## src/sv/mqe_pkg.sv

```systemverilog
`default_nettype none
// ----------------------------------------------------------------------------
// mqe_pkg: shared definitions for the multi-queue with expedite
// Sizes, field widths, result codes and the access record that passes from
// the queue control to the top level.
// ----------------------------------------------------------------------------
package mqe_pkg;

   localparam int NUM_QUEUES  = 16;
   localparam int QUEUE_DEPTH = 8;
   localparam int TAG_WIDTH   = 16;

   localparam int KIND_W   = 1;
   localparam int QINDEX_W = 4;
   localparam int TAG_W    = 16;
   localparam int FILL_W   = 4;

   localparam int STORED_TAG_W = (TAG_WIDTH < TAG_W) ? TAG_WIDTH : TAG_W;
   localparam int ENTRY_W      = STORED_TAG_W + 1;
   localparam int SLOT_COUNT   = NUM_QUEUES * QUEUE_DEPTH;
   localparam int ADDR_W       = (SLOT_COUNT > 1) ? $clog2(SLOT_COUNT) : 1;
   localparam int QSEL_W       = (NUM_QUEUES > 1) ? $clog2(NUM_QUEUES) : 1;
   localparam int PTR_W        = (QUEUE_DEPTH > 1) ? $clog2(QUEUE_DEPTH) : 1;
   localparam int LEN_W        = $clog2(QUEUE_DEPTH + 1);

   localparam logic KIND_ENQUEUE = 1'b0;
   localparam logic KIND_DEQUEUE = 1'b1;

   typedef enum logic [1:0] {
      OUT_ENQUEUED = 2'd0,
      OUT_FULL     = 2'd1,
      OUT_DEQUEUED = 2'd2,
      OUT_EMPTY    = 2'd3
   } outcome_type;

   typedef struct packed {
      logic                 we;
      logic                 re;
      logic [ADDR_W-1:0]    addr;
      logic [ENTRY_W-1:0]   wdata;
      outcome_type          outcome;
      logic [FILL_W-1:0]    fill;
   } access_type;

endpackage
`default_nettype wire

```

## src/sv/mqe_if.sv

```systemverilog
`default_nettype none
// ----------------------------------------------------------------------------
// mqe channel interfaces
// Valid/ready channels for operation requests and their responses.
// ----------------------------------------------------------------------------
interface mqe_req_if;
   import mqe_pkg::*;

   logic                valid;
   logic                ready;
   logic [KIND_W-1:0]   kind;
   logic [QINDEX_W-1:0] queue_index;
   logic                urgent;
   logic [TAG_W-1:0]    tag;

   modport source (output valid, output kind, output queue_index, output urgent,
                   output tag, input ready);
   modport sink   (input valid, input kind, input queue_index, input urgent,
                   input tag, output ready);
endinterface

interface mqe_rsp_if;
   import mqe_pkg::*;

   logic              valid;
   logic              ready;
   logic [1:0]        outcome;
   logic [TAG_W-1:0]  served_tag;
   logic              served_urgent;
   logic [FILL_W-1:0] queue_fill;

   modport source (output valid, output outcome, output served_tag,
                   output served_urgent, output queue_fill, input ready);
   modport sink   (input valid, input outcome, input served_tag,
                   input served_urgent, input queue_fill, output ready);
endinterface
`default_nettype wire

```

## src/sv/mqe_entry_ram.sv

```systemverilog
`default_nettype none
// ----------------------------------------------------------------------------
// mqe_entry_ram: generic single-port synchronous RAM
// One write or one read per cycle; read data is registered and holds until
// the next read.
// ----------------------------------------------------------------------------
module mqe_entry_ram #(
   parameter int DEPTH = 128,
   parameter int WIDTH = 17
) (
   input  wire logic                                     clock,
   input  wire logic                                     we,
   input  wire logic                                     re,
   input  wire logic [((DEPTH > 1) ? $clog2(DEPTH) : 1)-1:0] addr,
   input  wire logic [WIDTH-1:0]                         wdata,
   output      logic [WIDTH-1:0]                         rdata
);

   logic [WIDTH-1:0] mem [DEPTH];
   logic [WIDTH-1:0] rdata_ff;

   always_ff @(posedge clock) begin
      if (we) begin
         mem[addr] <= wdata;
      end
      if (re) begin
         rdata_ff <= mem[addr];
      end
   end

   assign rdata = rdata_ff;

endmodule
`default_nettype wire

```

## src/sv/mqe_queue_ctrl.sv

```systemverilog
`default_nettype none
// ----------------------------------------------------------------------------
// mqe_queue_ctrl: per-queue head and length bookkeeping
// Decodes one operation against the addressed queue, picks the entry slot,
// produces the RAM access and result code, and updates head and length.
// ----------------------------------------------------------------------------
module mqe_queue_ctrl (
   input  wire logic                          clock,
   input  wire logic                          reset,
   input  wire logic                          accept,
   input  wire logic [mqe_pkg::KIND_W-1:0]    kind,
   input  wire logic [mqe_pkg::QINDEX_W-1:0]  queue_index,
   input  wire logic                          urgent,
   input  wire logic [mqe_pkg::TAG_W-1:0]     tag,
   output      mqe_pkg::access_type           access
);
   import mqe_pkg::*;

   localparam int SUM_W = LEN_W + 1;

   logic [LEN_W-1:0] len_ff  [NUM_QUEUES];
   logic [PTR_W-1:0] head_ff [NUM_QUEUES];

   logic [QSEL_W-1:0] qsel;
   logic              in_range;
   logic [LEN_W-1:0]  len_cur;
   logic [PTR_W-1:0]  head_cur;
   logic [LEN_W-1:0]  len_in;
   logic [PTR_W-1:0]  head_in;
   logic [PTR_W-1:0]  slot;
   logic [SUM_W-1:0]  tail_sum;
   logic              update;

   assign in_range = 32'(queue_index) < NUM_QUEUES;
   assign qsel     = QSEL_W'(queue_index);
   assign len_cur  = len_ff[qsel];
   assign head_cur = head_ff[qsel];
   assign tail_sum = SUM_W'(head_cur) + SUM_W'(len_cur);

   always_comb begin
      len_in         = len_cur;
      head_in        = head_cur;
      slot           = head_cur;
      update         = 1'b0;
      access.we      = 1'b0;
      access.re      = 1'b0;
      access.wdata   = {urgent, tag[STORED_TAG_W-1:0]};
      access.outcome = OUT_FULL;
      access.fill    = '0;
      case (kind)
         KIND_ENQUEUE: begin
            if (!in_range) begin
               access.outcome = OUT_FULL;
            end else if (len_cur >= LEN_W'(QUEUE_DEPTH)) begin
               access.outcome = OUT_FULL;
               access.fill    = FILL_W'(len_cur);
            end else begin
               if (urgent) begin
                  slot    = (head_cur == '0) ? PTR_W'(QUEUE_DEPTH - 1) : head_cur - 1'b1;
                  head_in = slot;
               end else if (tail_sum >= SUM_W'(QUEUE_DEPTH)) begin
                  slot = PTR_W'(tail_sum - SUM_W'(QUEUE_DEPTH));
               end else begin
                  slot = PTR_W'(tail_sum);
               end
               len_in         = len_cur + 1'b1;
               update         = 1'b1;
               access.we      = 1'b1;
               access.outcome = OUT_ENQUEUED;
               access.fill    = FILL_W'(len_in);
            end
         end
         default: begin
            if (!in_range || len_cur == '0) begin
               access.outcome = OUT_EMPTY;
            end else begin
               slot           = head_cur;
               head_in        = (head_cur == PTR_W'(QUEUE_DEPTH - 1)) ? '0 : head_cur + 1'b1;
               len_in         = len_cur - 1'b1;
               update         = 1'b1;
               access.re      = 1'b1;
               access.outcome = OUT_DEQUEUED;
               access.fill    = FILL_W'(len_in);
            end
         end
      endcase
      access.addr = ADDR_W'(int'(qsel) * QUEUE_DEPTH + int'(slot));
   end

   always_ff @(posedge clock) begin
      if (reset) begin
         for (int i = 0; i < NUM_QUEUES; i++) begin
            len_ff[i]  <= '0;
            head_ff[i] <= '0;
         end
      end else if (accept && update) begin
         len_ff[qsel]  <= len_in;
         head_ff[qsel] <= head_in;
      end
   end

endmodule
`default_nettype wire

```

## src/sv/multi_queue_with_expedite.sv

```systemverilog
`default_nettype none
// ----------------------------------------------------------------------------
// multi_queue_with_expedite: bounded queues with head insertion of urgent items
// Sixteen ring-buffer queues of eight entries share one entry RAM; head and
// length of each queue live in registers.
// ----------------------------------------------------------------------------
// The block accepts one item per cycle unless a stalled response backs it
// up, and answers each with one response item, in order, through a middle
// stage and an output register. An item is decoded against its queue's head
// and length when accepted, which also writes the entry RAM for an enqueue or
// starts its registered read for a dequeue. A stalled response holds one
// further item in the middle stage before the request side stops. Entries
// need no clearing after reset, since only written entries are read.
module multi_queue_with_expedite (
   input wire logic clock,
   input wire logic reset,
   mqe_req_if.sink  req_chan,
   mqe_rsp_if.source rsp_chan
);
   import mqe_pkg::*;

   access_type         access;
   logic               accept;
   logic               s1_advance;
   logic [ENTRY_W-1:0] rdata;

   logic               s1_valid_ff;
   outcome_type        s1_outcome_ff;
   logic [FILL_W-1:0]  s1_fill_ff;

   logic               out_valid_ff;
   logic [1:0]         out_outcome_ff;
   logic [TAG_W-1:0]   out_tag_ff;
   logic               out_urgent_ff;
   logic [FILL_W-1:0]  out_fill_ff;

   assign s1_advance     = s1_valid_ff && (!out_valid_ff || rsp_chan.ready);
   assign req_chan.ready = !s1_valid_ff || s1_advance;
   assign accept         = req_chan.valid && req_chan.ready;

   mqe_queue_ctrl u_ctrl (
      .clock       (clock),
      .reset       (reset),
      .accept      (accept),
      .kind        (req_chan.kind),
      .queue_index (req_chan.queue_index),
      .urgent      (req_chan.urgent),
      .tag         (req_chan.tag),
      .access      (access)
   );

   mqe_entry_ram #(
      .DEPTH (SLOT_COUNT),
      .WIDTH (ENTRY_W)
   ) u_ram (
      .clock (clock),
      .we    (accept && access.we),
      .re    (accept && access.re),
      .addr  (access.addr),
      .wdata (access.wdata),
      .rdata (rdata)
   );

   always_ff @(posedge clock) begin
      if (reset) begin
         s1_valid_ff  <= 1'b0;
         out_valid_ff <= 1'b0;
      end else begin
         if (accept) begin
            s1_valid_ff <= 1'b1;
         end else if (s1_advance) begin
            s1_valid_ff <= 1'b0;
         end
         if (s1_advance) begin
            out_valid_ff <= 1'b1;
         end else if (rsp_chan.ready) begin
            out_valid_ff <= 1'b0;
         end
      end
   end

   always_ff @(posedge clock) begin
      if (accept) begin
         s1_outcome_ff <= access.outcome;
         s1_fill_ff    <= access.fill;
      end
      if (s1_advance) begin
         out_outcome_ff <= s1_outcome_ff;
         out_fill_ff    <= s1_fill_ff;
         if (s1_outcome_ff == OUT_DEQUEUED) begin
            out_tag_ff    <= TAG_W'(rdata[STORED_TAG_W-1:0]);
            out_urgent_ff <= rdata[ENTRY_W-1];
         end else begin
            out_tag_ff    <= '0;
            out_urgent_ff <= 1'b0;
         end
      end
   end

   assign rsp_chan.valid         = out_valid_ff;
   assign rsp_chan.outcome       = out_outcome_ff;
   assign rsp_chan.served_tag    = out_tag_ff;
   assign rsp_chan.served_urgent = out_urgent_ff;
   assign rsp_chan.queue_fill    = out_fill_ff;

endmodule
`default_nettype wire

```

## src/flat_wrapper.sv

```systemverilog
// flat-port wrapper written by rule: the top's interface ports become plain ports
module multi_queue_with_expedite_flat import mqe_pkg::*;
  (clock, reset, req_chan_valid, req_chan_kind, req_chan_queue_index, req_chan_urgent, req_chan_tag, req_chan_ready, rsp_chan_valid, rsp_chan_outcome, rsp_chan_served_tag, rsp_chan_served_urgent, rsp_chan_queue_fill, rsp_chan_ready);
  mqe_req_if req_chan_i ();
  mqe_rsp_if rsp_chan_i ();
  input wire logic clock;
  input wire logic reset;
  input wire logic [$bits(req_chan_i.valid)-1:0] req_chan_valid;
  input wire logic [$bits(req_chan_i.kind)-1:0] req_chan_kind;
  input wire logic [$bits(req_chan_i.queue_index)-1:0] req_chan_queue_index;
  input wire logic [$bits(req_chan_i.urgent)-1:0] req_chan_urgent;
  input wire logic [$bits(req_chan_i.tag)-1:0] req_chan_tag;
  output wire logic [$bits(req_chan_i.ready)-1:0] req_chan_ready;
  output wire logic [$bits(rsp_chan_i.valid)-1:0] rsp_chan_valid;
  output wire logic [$bits(rsp_chan_i.outcome)-1:0] rsp_chan_outcome;
  output wire logic [$bits(rsp_chan_i.served_tag)-1:0] rsp_chan_served_tag;
  output wire logic [$bits(rsp_chan_i.served_urgent)-1:0] rsp_chan_served_urgent;
  output wire logic [$bits(rsp_chan_i.queue_fill)-1:0] rsp_chan_queue_fill;
  input wire logic [$bits(rsp_chan_i.ready)-1:0] rsp_chan_ready;
  assign req_chan_i.valid = req_chan_valid;
  assign req_chan_i.kind = req_chan_kind;
  assign req_chan_i.queue_index = req_chan_queue_index;
  assign req_chan_i.urgent = req_chan_urgent;
  assign req_chan_i.tag = req_chan_tag;
  assign req_chan_ready = req_chan_i.ready;
  assign rsp_chan_valid = rsp_chan_i.valid;
  assign rsp_chan_outcome = rsp_chan_i.outcome;
  assign rsp_chan_served_tag = rsp_chan_i.served_tag;
  assign rsp_chan_served_urgent = rsp_chan_i.served_urgent;
  assign rsp_chan_queue_fill = rsp_chan_i.queue_fill;
  assign rsp_chan_i.ready = rsp_chan_ready;
  multi_queue_with_expedite u_core (.clock(clock), .reset(reset), .req_chan(req_chan_i), .rsp_chan(rsp_chan_i));
endmodule
```

## config.mk

```make
export PLATFORM = sky130hd
export DESIGN_NAME = multi_queue_with_expedite_flat
export DESIGN_NICKNAME = d
export VERILOG_FILES = /design/src/sv/mqe_pkg.sv /design/src/sv/mqe_if.sv /design/src/sv/mqe_entry_ram.sv /design/src/sv/mqe_queue_ctrl.sv /design/src/sv/multi_queue_with_expedite.sv /design/src/flat_wrapper.sv
export SDC_FILE = /design/constraint.sdc
export NUM_CORES = 2
export LEC_CHECK = 0
export BUFFER_PORTS_ARGS = -buffer_cell sky130_fd_sc_hd__buf_4
export CAP_MARGIN = 40
export CORE_MARGIN = 2
export CORE_UTILIZATION = 60
export DETAILED_ROUTE_END_ITERATION = 8
export HOLD_SLACK_MARGIN = 0.12
export PLACE_DENSITY = 0.76
export SETUP_SLACK_MARGIN = 0.15
export SKIP_CTS_REPAIR_TIMING = 1
export SYNTH_ARGS = -nofsm -noshare
export SYNTH_HDL_FRONTEND = slang
export SYNTH_SLANG_ARGS = --single-unit
```

## constraint.sdc

```tcl
create_clock -name clock -period 10.5 [get_ports clock]
set_clock_uncertainty 0.2 [all_clocks]
set_input_delay 2.1 -clock clock [delete_from_list [all_inputs] [get_ports clock]]
set_output_delay 2.1 -clock clock [all_outputs]
set_load 0.02 [all_outputs]
```

==> flow_summary_export.csv <==
group,metric,value,unit
final_layout,post-route-cell-area,102000,µm²
floorplanning,coreArea,152000,µm²
final_layout,n_fill_cell,9446,
critical_path,start_kind,"primary input",
critical_path,reg2reg_slack,4.49,ns
sta,tightest_slew,0.983,ns
sta,rsz0062_at_grt,"false",
critical_path,critical_path_required,10.89,ns
critical_path,reg2reg_from,"u_core.u_ctrl.len_ff[14][0]",
critical_path,critical_path.startpoint,"req_chan_queue_index[1]",
clock_tree,cts_tree,"yes",
floorplanning,fp_rows,143,
placed_design,portBuffers,50,
critical_path,critical_path_arrival,7.93,ns
power,sequentialPowerShare,49.4,%
final_layout,area_growth_syn_to_layout,11.6,%
floorplanning,floorplan.die_area,155000,µm²
sta,post-route-period-util,71.9,%
critical_path,critPathCaptureType,"flop",
placed_design,placement.setup.worst_slack,2.15,ns
route,wirelength,240000,µm
grt,track_usage,30.9,%
final_layout,final_cell_count_no_fill,7649,
clock_tree,reg_clk_slew_reported_paths,0.06,ns
placed_design,dp.cells,7246,
floorplanning,die_w,394,µm
power,p_switching,5.25,mW
hold_path,holdCritPathClass,"flop to flop",
yosys,netlist_area,91400,µm²
critical_path,critPathSlowestCell,"sky130_fd_sc_hd__buf_4",
power,share_clk_of_total_power,37.3,%
clock_tree,cts_max_path_buffers,3,
critical_path,crit_path_max_incr_delay,0.66,ns
critical_path,termination_of_the_worst_setup_path,"u_core.u_ram.rdata[2]",
yosys,synthCells,5252,
hold_path,hold_path_startpoint,"u_core.s1_fill_ff[1]",
yosys,synth_edf_count,2334,
clock_tree,worst_skew_pair.late_latency,0.84,ns
grt,grt_overflow,0,
yosys,ys_types,60,
clock_tree,numCtsBuffers,217,
hold_path,hold-path-cell-count,0,
yosys,synth_fp_nets,5287,
power,power_per_cell_area,205,nW/µm²
sta,report.final.setup_viol,0,
placed_design,place.gp.congestion,0.902,
grt,grt_first_pass_wirelength,347000,µm
critical_path,worst_r2r_endpoint,"u_core.u_ram.rdata[9]",
route,detailedRoute.firstPassIterationCount,8,
critical_path,crit_family,"buffers and inverters",
sta,min_period,7.55,ns
power,irDropWorstVdd,0.185,mV
power,power_switching_share,25.1,%
route,drt_first_iter_violations,7985,
floorplanning,start_util,60.3,%
clock_tree,clock_sink_count,2336,
critical_path,timing.critical_path.fanout_max,66,
sta,setup_ws,2.95,ns
power,share_comb_of_total_power,13.3,%
yosys,synth_ff_type,"sky130_fd_sc_hd__edfxtp_1",
floorplanning,floorplan.die.height,394,µm
placed_design,place.detailed.hpwl,140000,µm
power,intPower,15.6,mW
yosys,count_of_synthesis_stage_warnings_from_yosys,0,
yosys,async_flop_share,0,%
final_layout,final_layout_size_suffix_gt1_share,16.5,%
yosys,postSynthRegisterBits,2336,
critical_path,most_common_cell_type_on_the_critical_path,"sky130_fd_sc_hd__mux2i_1",
clock_tree,h_tree_lvl_count,4,
route,drt-wirelength-per-cell,31.4,µm
route,drc,0,
route,dr_total_vias,51300,
final_layout,layout_commonest_cell,"sky130_fd_sc_hd__edfxtp_1",
clock_tree,clockRootBuffer,"sky130_fd_sc_hd__clkbuf_16",
floorplanning,num_io_pins,51,
power,power.static_leakage,33.2,nW
flow_run,maxCapViolCount,0,
yosys,syn_avg_cell_area,17.4,µm²
critical_path,cp_num_buf_inv,6,
critical_path,worst-setup-path-type,"primary input to flop",
sta,totalNegativeSetupSlack,0,ns
status,status,"complete, no violations",
yosys,seq_area_frac_synth,76.7,%
sta,max_slew_margin,34.4,%
route,via_cell_ratio,6.70,
sta,max_clock_freq,133,MHz
grt,grt_antenna_before_repair,5,
final_layout,layout.nets,5471,
sta,slew_violations,0,
final_layout,layout.cells.most_common_list,"sky130_fd_sc_hd__edfxtp_1 (2334), sky130_fd_sc_hd__nand2_1 (682), sky130_fd_sc_hd__a21oi_1 (316)",
critical_path,crit_path_cell_trace,"buf_4 > mux4_2 > mux2i_1 > mux2i_1 > inv_1 > ha_1 > ha_1 > inv_1 > a31oi_4 > a21oi_4 > buf_12 > buf_12 > buf_4 > mux2i_1 > a22oi_1 > a22oi_1 > nand3_1 > o22ai_1 > a211oi_1",
critical_path,r2r.worst_path.cells,14,
sta,final_count_of_hold_timing_violations,0,
placed_design,postPlaceCellArea,94900,µm²
sta,worst_hold_slack,0.214,ns
critical_path,critical_path_cell_count,19,
grt,grt_pass1_vias,50300,
grt,grt_max_degree,163,
route,postRouteAntennaNets,0,
-- cell families (layout without fill, tap and decap cells) --
group           Yosys count  in the layout  share of synthesized area, %
flops                  2336           2336                          76.7
compound gates          758            758                          5.16
mux                     545            545                          10.3
other cells               0              2                             0
simple gates           1264           1264                          5.79
buf+inv                 337            702                          1.86
xor+xnor                  3              3                        0.0288
fa+ha+maj                 9              9                         0.131
-- area by class of cell --
cell class                      count  area, µm²  share of cell area, %
Multi-Input combinational cell   2579      19600                   19.2
Clock buffer                      270       5660                   5.55
Clock inverter                    130       1370                   1.34
Tap cell                         2030       2540                   2.49
Inverter                           12       45.0                 0.0442
Timing Repair Buffer              290       2590                   2.54
Antenna cell                        2       5.00                0.00491
Sequential cell                  2336      70100                   68.8
-- how the worst min path moves through the flow --
| stage | endpoint | slack, ns |
|---|---|---|
| floorplan | u_core.rsp_chan.queue_fill[0] | 0.20 |
| global placement | u_core.rsp_chan.queue_fill[0] | 0.20 |
| detailed placement | u_core.rsp_chan.queue_fill[1] | 0.20 |
| CTS | u_core.rsp_chan.queue_fill[1] | 0.21 |
| global route | u_core.rsp_chan.queue_fill[1] | 0.23 |
| finish | u_core.rsp_chan.queue_fill[1] | 0.21 |
-- metrics by stage --
stage                     total power [mW]  util, %
after floorplan                       12.2        -
after global placement                13.2     62.4
after detailed placement              13.2     62.6
after CTS                             20.9     67.3
after global routing                  21.4     67.3
final                                 20.9     67.3
-- metal layers --
| metal | part of all wire (%) | global-route usage, % | up-vias |
|---|---|---|---|
| met2 | 47 | 48.3 | 3767 |
| met1 | 35 | 41.5 | 25900 |
| li1 | - | - | 21100 |
| met3 | 12 | 7.28 | 583 |
| met4 | 5.3 | 14.8 | 2 |
| met5 | 0.0062 | 0 | - |
-- power by group through the flow --
stage | Clock, mW | Sequential [mW] | Combinational, mW
after floorplan | 0 | 10.5 | 1.71
after global placement | 0 | 10.5 | 2.64
after detailed placement | 0 | 10.5 | 2.70
after CTS | 7.84 | 10.3 | 2.73
after global routing | 8.19 | 10.3 | 2.89
final | 7.80 | 10.3 | 2.77
-- state kept, by name (all words and copies together), names as in the netlist, 2 cells and up --
name,flops
u_core.s1_outcome_ff,2
u_core.s1_fill_ff,4
u_core.u_ram.mem,2176
u_core.rsp_chan.served_tag,16
u_core.rsp_chan.queue_fill,4
u_core.u_ctrl.head_ff,48
u_core.rsp_chan.outcome,2
u_core.u_ram.rdata,17
u_core.u_ctrl.len_ff,64
-- synthesized netlist by cell type (6+ instances only) --
cell type,n,area share [%]
sky130_fd_sc_hd__a211oi_1,20,0.16
sky130_fd_sc_hd__ha_1,8,0.11
sky130_fd_sc_hd__edfxtp_1,2334,77
sky130_fd_sc_hd__a31oi_1,34,0.23
sky130_fd_sc_hd__o22ai_1,32,0.22
sky130_fd_sc_hd__nand4_1,33,0.23
sky130_fd_sc_hd__buf_2,91,0.50
sky130_fd_sc_hd__mux2i_1,226,2.5
sky130_fd_sc_hd__and2_1,24,0.16
sky130_fd_sc_hd__buf_6,18,0.22
sky130_fd_sc_hd__nand2b_1,20,0.14
sky130_fd_sc_hd__buf_4,38,0.31
sky130_fd_sc_hd__a21oi_1,316,1.7
sky130_fd_sc_hd__o21ai_0,71,0.39
sky130_fd_sc_hd__buf_1,39,0.16
sky130_fd_sc_hd__mux4_2,315,7.8
sky130_fd_sc_hd__nor2b_1,6,0.041
sky130_fd_sc_hd__inv_1,11,0.045
sky130_fd_sc_hd__o211ai_1,16,0.13
sky130_fd_sc_hd__a22oi_1,226,1.9
sky130_fd_sc_hd__nor2_1,260,1.1
sky130_fd_sc_hd__a221oi_1,16,0.15
sky130_fd_sc_hd__clkbuf_1,136,0.56
sky130_fd_sc_hd__nand3_1,218,1.2
sky130_fd_sc_hd__nand2_1,682,2.8
(Power assumes the default switching activity.)
